--- src/design/sbc_pkg.sv ---
package sbc_pkg;

    // Fixed-point layout of the normal and the root search
    localparam int FRAC_BITS   = 16;
    localparam int NORM_BITS   = 18;
    localparam int K_BITS      = 17;
    localparam int REDUCE_BITS = 24;
    localparam int W_BITS      = 24;
    localparam int WSQ_W       = 48;
    localparam int SSQ_W       = 50;
    localparam int ROOT_BITS   = 18;
    localparam int Q_W         = 68;
    localparam int REM_W       = 88;
    localparam int TGT_SHIFT   = 34;

    typedef logic [REM_W-1:0]     rem_t;
    typedef logic [Q_W-1:0]       qacc_t;
    typedef logic [SSQ_W-1:0]     ssq_t;
    typedef logic [ROOT_BITS-1:0] root_t;

    // Handshake between pipeline sections
    typedef struct packed {
        logic valid;
    } sbc_fwd_t;

endpackage

--- src/design/sbc_contact.sv ---
module sbc_contact #(
    parameter int COORD_BITS = 32
) (
    input  logic                          aclk,
    input  logic                          aresetn,
    input  sbc_pkg::sbc_fwd_t             in_fwd,
    output logic                          in_ready,
    input  sbc_pkg::root_t [2:0]          root_in,
    input  sbc_pkg::ssq_t                 ssq_in,
    input  logic [7*COORD_BITS+2:0]       side_in,
    output sbc_pkg::sbc_fwd_t             out_fwd,
    input  logic                          out_ready,
    output logic                          hit_out,
    output logic [2:0][17:0]              nrm_out,
    output logic [2:0][COORD_BITS-1:0]    sp_out,
    output logic [2:0][COORD_BITS-1:0]    bp_out
);
    import sbc_pkg::*;

    localparam int CB     = COORD_BITS;
    localparam int SIDE_W = 7 * CB + 3;
    localparam int P_W    = K_BITS + CB - 1;
    localparam int OFF_W  = CB + 1;
    localparam int CP_LO  = 4 * CB - 1;
    localparam int SG_LO  = 7 * CB - 1;

    logic [1:0] v_reg, v_next;
    logic [2:0] rdy;

    logic [CB-2:0]              rad;
    logic                       zero;
    logic [2:0][ROOT_BITS:0]    rp1;
    logic [2:0][K_BITS-1:0]     k;
    logic [2:0][K_BITS-1:0]     g_k_reg;
    logic [2:0][P_W-1:0]        g_p_reg;
    logic [SIDE_W-1:0]          g_side_reg;

    logic [2:0][P_W:0]          prnd;
    logic [2:0][OFF_W-1:0]      off;
    logic signed [CB+1:0]       spw [3];
    logic [2:0][CB-1:0]         sp;
    logic [2:0][CB-1:0]         ctr;
    logic [2:0][CB-1:0]         cp;
    logic [2:0]                 sgn;
    logic                       hit;

    logic                       hit_reg;
    logic [2:0][17:0]           nrm_reg;
    logic [2:0][CB-1:0]         sp_reg, bp_reg;

    always_comb begin
        rdy[2] = out_ready;
        for (int i = 1; i >= 0; i--) begin
            rdy[i] = !v_reg[i] || rdy[i+1];
        end
        v_next[0] = rdy[0] ? in_fwd.valid : v_reg[0];
        v_next[1] = rdy[1] ? v_reg[0] : v_reg[1];
    end

    always_ff @(posedge aclk) begin
        if (!aresetn) begin
            v_reg <= '0;
        end else begin
            v_reg <= v_next;
        end
    end

    assign in_ready      = rdy[0];
    assign out_fwd.valid = v_reg[1];

    // round the root to the normal component; drop it on a miss or zero direction
    always_comb begin
        rad  = side_in[3*CB +: CB-1];
        zero = !side_in[SIDE_W-1] || (ssq_in == '0);
        for (int i = 0; i < 3; i++) begin
            rp1[i] = {1'b0, root_in[i]} + (ROOT_BITS+1)'(1);
            k[i]   = zero ? '0 : rp1[i][K_BITS:1];
        end
    end

    always_ff @(posedge aclk) begin
        if (rdy[0]) begin
            for (int i = 0; i < 3; i++) begin
                g_p_reg[i] <= k[i] * rad;
            end
            g_k_reg    <= k;
            g_side_reg <= side_in;
        end
    end

    // sphere point: center minus the rounded offset along the normal's sign, saturated
    always_comb begin
        hit = g_side_reg[SIDE_W-1];
        sgn = g_side_reg[SG_LO +: 3];
        for (int i = 0; i < 3; i++) begin
            ctr[i]  = g_side_reg[i*CB +: CB];
            cp[i]   = g_side_reg[CP_LO + i*CB +: CB];
            prnd[i] = {1'b0, g_p_reg[i]} + (P_W+1)'(1 << (FRAC_BITS - 1));
            off[i]  = OFF_W'(prnd[i] >> FRAC_BITS);
            if (sgn[i]) begin
                spw[i] = $signed({{2{ctr[i][CB-1]}}, ctr[i]}) + $signed({1'b0, off[i]});
            end else begin
                spw[i] = $signed({{2{ctr[i][CB-1]}}, ctr[i]}) - $signed({1'b0, off[i]});
            end
            if (spw[i][CB+1:CB-1] == 3'b000 || spw[i][CB+1:CB-1] == 3'b111) begin
                sp[i] = spw[i][CB-1:0];
            end else if (spw[i][CB+1]) begin
                sp[i] = {1'b1, {(CB-1){1'b0}}};
            end else begin
                sp[i] = {1'b0, {(CB-1){1'b1}}};
            end
        end
    end

    always_ff @(posedge aclk) begin
        if (rdy[1]) begin
            hit_reg <= hit;
            for (int i = 0; i < 3; i++) begin
                nrm_reg[i] <= sgn[i] ? 18'(-{1'b0, g_k_reg[i]}) : {1'b0, g_k_reg[i]};
                sp_reg[i]  <= hit ? sp[i] : '0;
                bp_reg[i]  <= hit ? cp[i] : '0;
            end
        end
    end

    assign hit_out = hit_reg;
    assign nrm_out = nrm_reg;
    assign sp_out  = sp_reg;
    assign bp_out  = bp_reg;

endmodule

--- config.mk ---
export PLATFORM = sky130hd
export DESIGN_NAME = sbc_contact
export DESIGN_NICKNAME = d
export VERILOG_FILES = /design/src/design/sbc_pkg.sv /design/src/design/sbc_contact.sv
export SDC_FILE = /design/constraint.sdc
export NUM_CORES = 2
export LEC_CHECK = 0
export BUFFER_PORTS_ARGS = -buffer_cell sky130_fd_sc_hd__buf_2
export CAP_MARGIN = 0
export CORE_MARGIN = 3
export CORE_UTILIZATION = 48
export DETAILED_ROUTE_END_ITERATION = 16
export PLACE_DENSITY = 0.66
export SLEW_MARGIN = 20
export SYNTH_ARGS = -nofsm -noshare
export SYNTH_HDL_FRONTEND = slang
export SYNTH_SLANG_ARGS = --single-unit
--- constraint.sdc ---
create_clock -name aclk -period 10.2 [get_ports aclk]
set_input_delay 1.02 -clock aclk [delete_from_list [all_inputs] [get_ports aclk]]
set_output_delay 1.02 -clock aclk [all_outputs]
set_load 0.02 [all_outputs]
==> impl_metrics.yaml <==
timing:
  fin_skew_ps: 66.6
  hold_viol: 0
  report.final.setup_viol: 0
  rsz0062_at_grt: "no"
  fin_crit_sh_pct: 89.7
  layout_setup_ws_ps: 1050
  relSlewSlack_pct: 20.2
  fmax_ghz: 0.109
  slew_violations: 0
  setup_tns_ps: 0
  fin_crit_ps: 9150
  worstMarginPinSlew_ps: 1200
synthesis:
  netlist_top_cells_area: "fa_1, edfxtp_1, ha_1"
  syn_area_um2: 79900
  ys_types: 93
  postSynthAreaPerCell_um2: 9.64
  synth_nets: 10394
  netlist_instances: 8289
  yosysTopAreaCell: "fa_1"
  async_reset_ff_share_pct: 0
  synth_edf_count: 593
  synth_top_area_share_pct: 32.5
  synth.most_common_cell: "inv_1"
  synthTopCellsByCount: "inv_1, fa_1, nand2_1, and2_1, edfxtp_1"
  yosysSeqAreaShare_pct: 22.3
  yosys_warnings: 0
  ys.flop_type: "edfxtp_1"
  ys_seq_elements: 595
worst_setup_path:
  critPathMaxFanout: 46
  required_ps: 10630
  end_kind: "register"
  critPathArrivalTime_ps: 9580
  setup.worst_path.start: "ssq_in[17]"
  worstReg2RegStart: "g_p_reg[112]$_DFFE_PP_"
  crit_type: "in2reg"
  cp-start-kind: "primary input"
global_routing:
  grt_antenna_before_repair: 14
  grtUsageTotal_pct: 26.7
  gr-total-overflow: 0
  grt_pass1_wl_um: 358000
  grt_max_degree: 147
  first_global_vias: 63243
status:
  status: "completed"
floorplan:
  io_pins: 584
  die_h_um: 414
  core_um2: 165000
  rows: 149
  die_area_um2: 171000
  start_util_pct: 48.4
  fp.dieW_um: 414
route:
  wl_um: 228000
  drcViolationCount: 0
  ant_nets: 0
  via_per_inst: 5.48
  drtIter0Drc: 4440
  firstDrtPassIters: 6
  wire_per_inst_um: 20.9
  vias: 59743
power_and_ir_drop:
  power_density_nw_per_um2: 254
  peakVddDrop_v: 0.000227
  power.leakage_uw: 0.0414
place:
  placed_area_um2: 85300
  dpl.cell_count: 10770
  pre_cts_ws_ps: 425
  portBuffers: 583
  gp_congestion: 0.900
  place_hpwl_um: 171000
layout:
  syn2layout_area_growth_pct: 9.55
  instances_no_fill: 10903
  nets: 10757
  layout-drive-gt1-share_pct: 10.6
  largest_reg_flops: 196
  final_area_um2: 87600
flow_run:
  drv_cap: 0
clock_network:
  htreeDepth: 3
  cts_buffers: 69
  cts-root-buf: "clkbuf_16"
  cts-resized-gates: 0
  cts_tree: "done"
  clk_path_buf_depth: 3
  numClockSinks: 595
  clk_latency_ps: 720
  ctsHoldBuffers: 0
  cts_setup_buffers: 0
  path_clk_slew_ps: 70
min_path:
  hold_path_class: "in2reg"
  hp-start: "side_in[194]"
placed cells by master (no fill, tap or decap), types with 16 or more instances in the layout:
| cell type | synthesis | final |
|---|---|---|
| and2_1 | 739 | 739 |
| buf_4 | 0 | 133 |
| fa_1 | 1299 | 1299 |
| edfxtp_1 | 593 | 593 |
| o21bai_1 | 22 | 22 |
| buf_2 | 31 | 575 |
| ha_1 | 471 | 471 |
| inv_1 | 1564 | 1563 |
| o21ai_0 | 156 | 156 |
| o21a_1 | 39 | 39 |
| nor4_1 | 43 | 43 |
| nand4_1 | 71 | 71 |
| o211ai_1 | 19 | 19 |
| nor2b_1 | 26 | 26 |
| a31oi_1 | 49 | 49 |
| nand2b_1 | 20 | 20 |
| a211oi_1 | 25 | 25 |
| nand2_1 | 1135 | 1134 |
| nor3_1 | 61 | 59 |
| or3_1 | 36 | 36 |
| and4_1 | 24 | 24 |
| xor2_1 | 139 | 139 |
| a21oi_1 | 199 | 190 |
| clkbuf_16 | 0 | 70 |
| nor2_2 | 0 | 30 |
| nor2_1 | 275 | 232 |
| a21o_1 | 145 | 145 |
| nand3_1 | 99 | 99 |
| and3_1 | 50 | 50 |
| o31ai_1 | 31 | 31 |
| or4_1 | 16 | 16 |
| xnor2_1 | 300 | 300 |
power by group:
group	switching, uW	internal, uW	leakage, uW
Clock	1090	1480	0.00111
Combinational	9160	6260	0.0339
Sequential	480	3820	0.00647
Total	10700	11600	0.0414
critical path: stages:
cell and delay [ps]:
buf_2 120, nor4_1 310, nand3_1 260, o41ai_2 720, buf_12 370, nor2_2 310
buf_4 290, and2_1 180, fa_1 480, fa_1 490, ha_1 200, fa_1 480
inv_1 60, fa_1 480, fa_1 490, inv_1 40, ha_1 270, a21o_1 160
a211o_1 300, a211oi_1 550, o21ai_0 360, nand4_1 150, nand2_1 180, o21ai_0 370
a31oi_1 240, a221oi_1 410, xnor2_1 100
worst paths after layout:
check                                            endpoint  depth (start not counted)  slack (ps)
worst max-delay path                g_p_reg[89]$_DFFE_PP_                         27        1050
worst min-delay path            g_side_reg[194]$_DFFE_PP_                          1         490
worst max register to register   sp_out[88]$_SDFFCE_PN0P_                         22        3170
worst min register to register      nrm_out[36]$_DFFE_PP_                          0         510
through the flow:
stage | utilization (%) | power (uW) | hold WS [ps]
floorplan | - | 15300 | 441
global placement | 51.6 | 19200 | 498
detailed placement | 51.6 | 19600 | 507
CTS | 53.0 | 22300 | 420
global route | 53.0 | 24300 | 452
finish | 53.0 | 22300 | 495
layout make-up:
cell class,count,area (um2)
multi-input cells,5709,54800
flip-flops and latches,595,17800
diodes,9,22.5
inverters,1564,5880
clock buffers,83,1800
clock inverters,41,494
well taps,2189,2740
fillers,14904,77600
repair buffers,713,3980
cells by family after synthesis:
kind of cell | synth area share [%]
buffers and inverters | 9.41
adder cells (fa/ha/maj) | 39.9
AND/OR/NAND/NOR | 16.4
flip-flops | 22.3
AO/OA/AOI/OAI | 6.92
XOR/XNOR | 4.86
multiplexers | 0.174
layer usage:
metal | global-route usage (%) | share of wire, %
met1 | 35.2 | 41
met2 | 44.5 | 48
met3 | 4.45 | 7.5
met4 | 9.77 | 4.0
met5 | 0 | 0
Note: power is estimated with default switching activity, not from simulation.
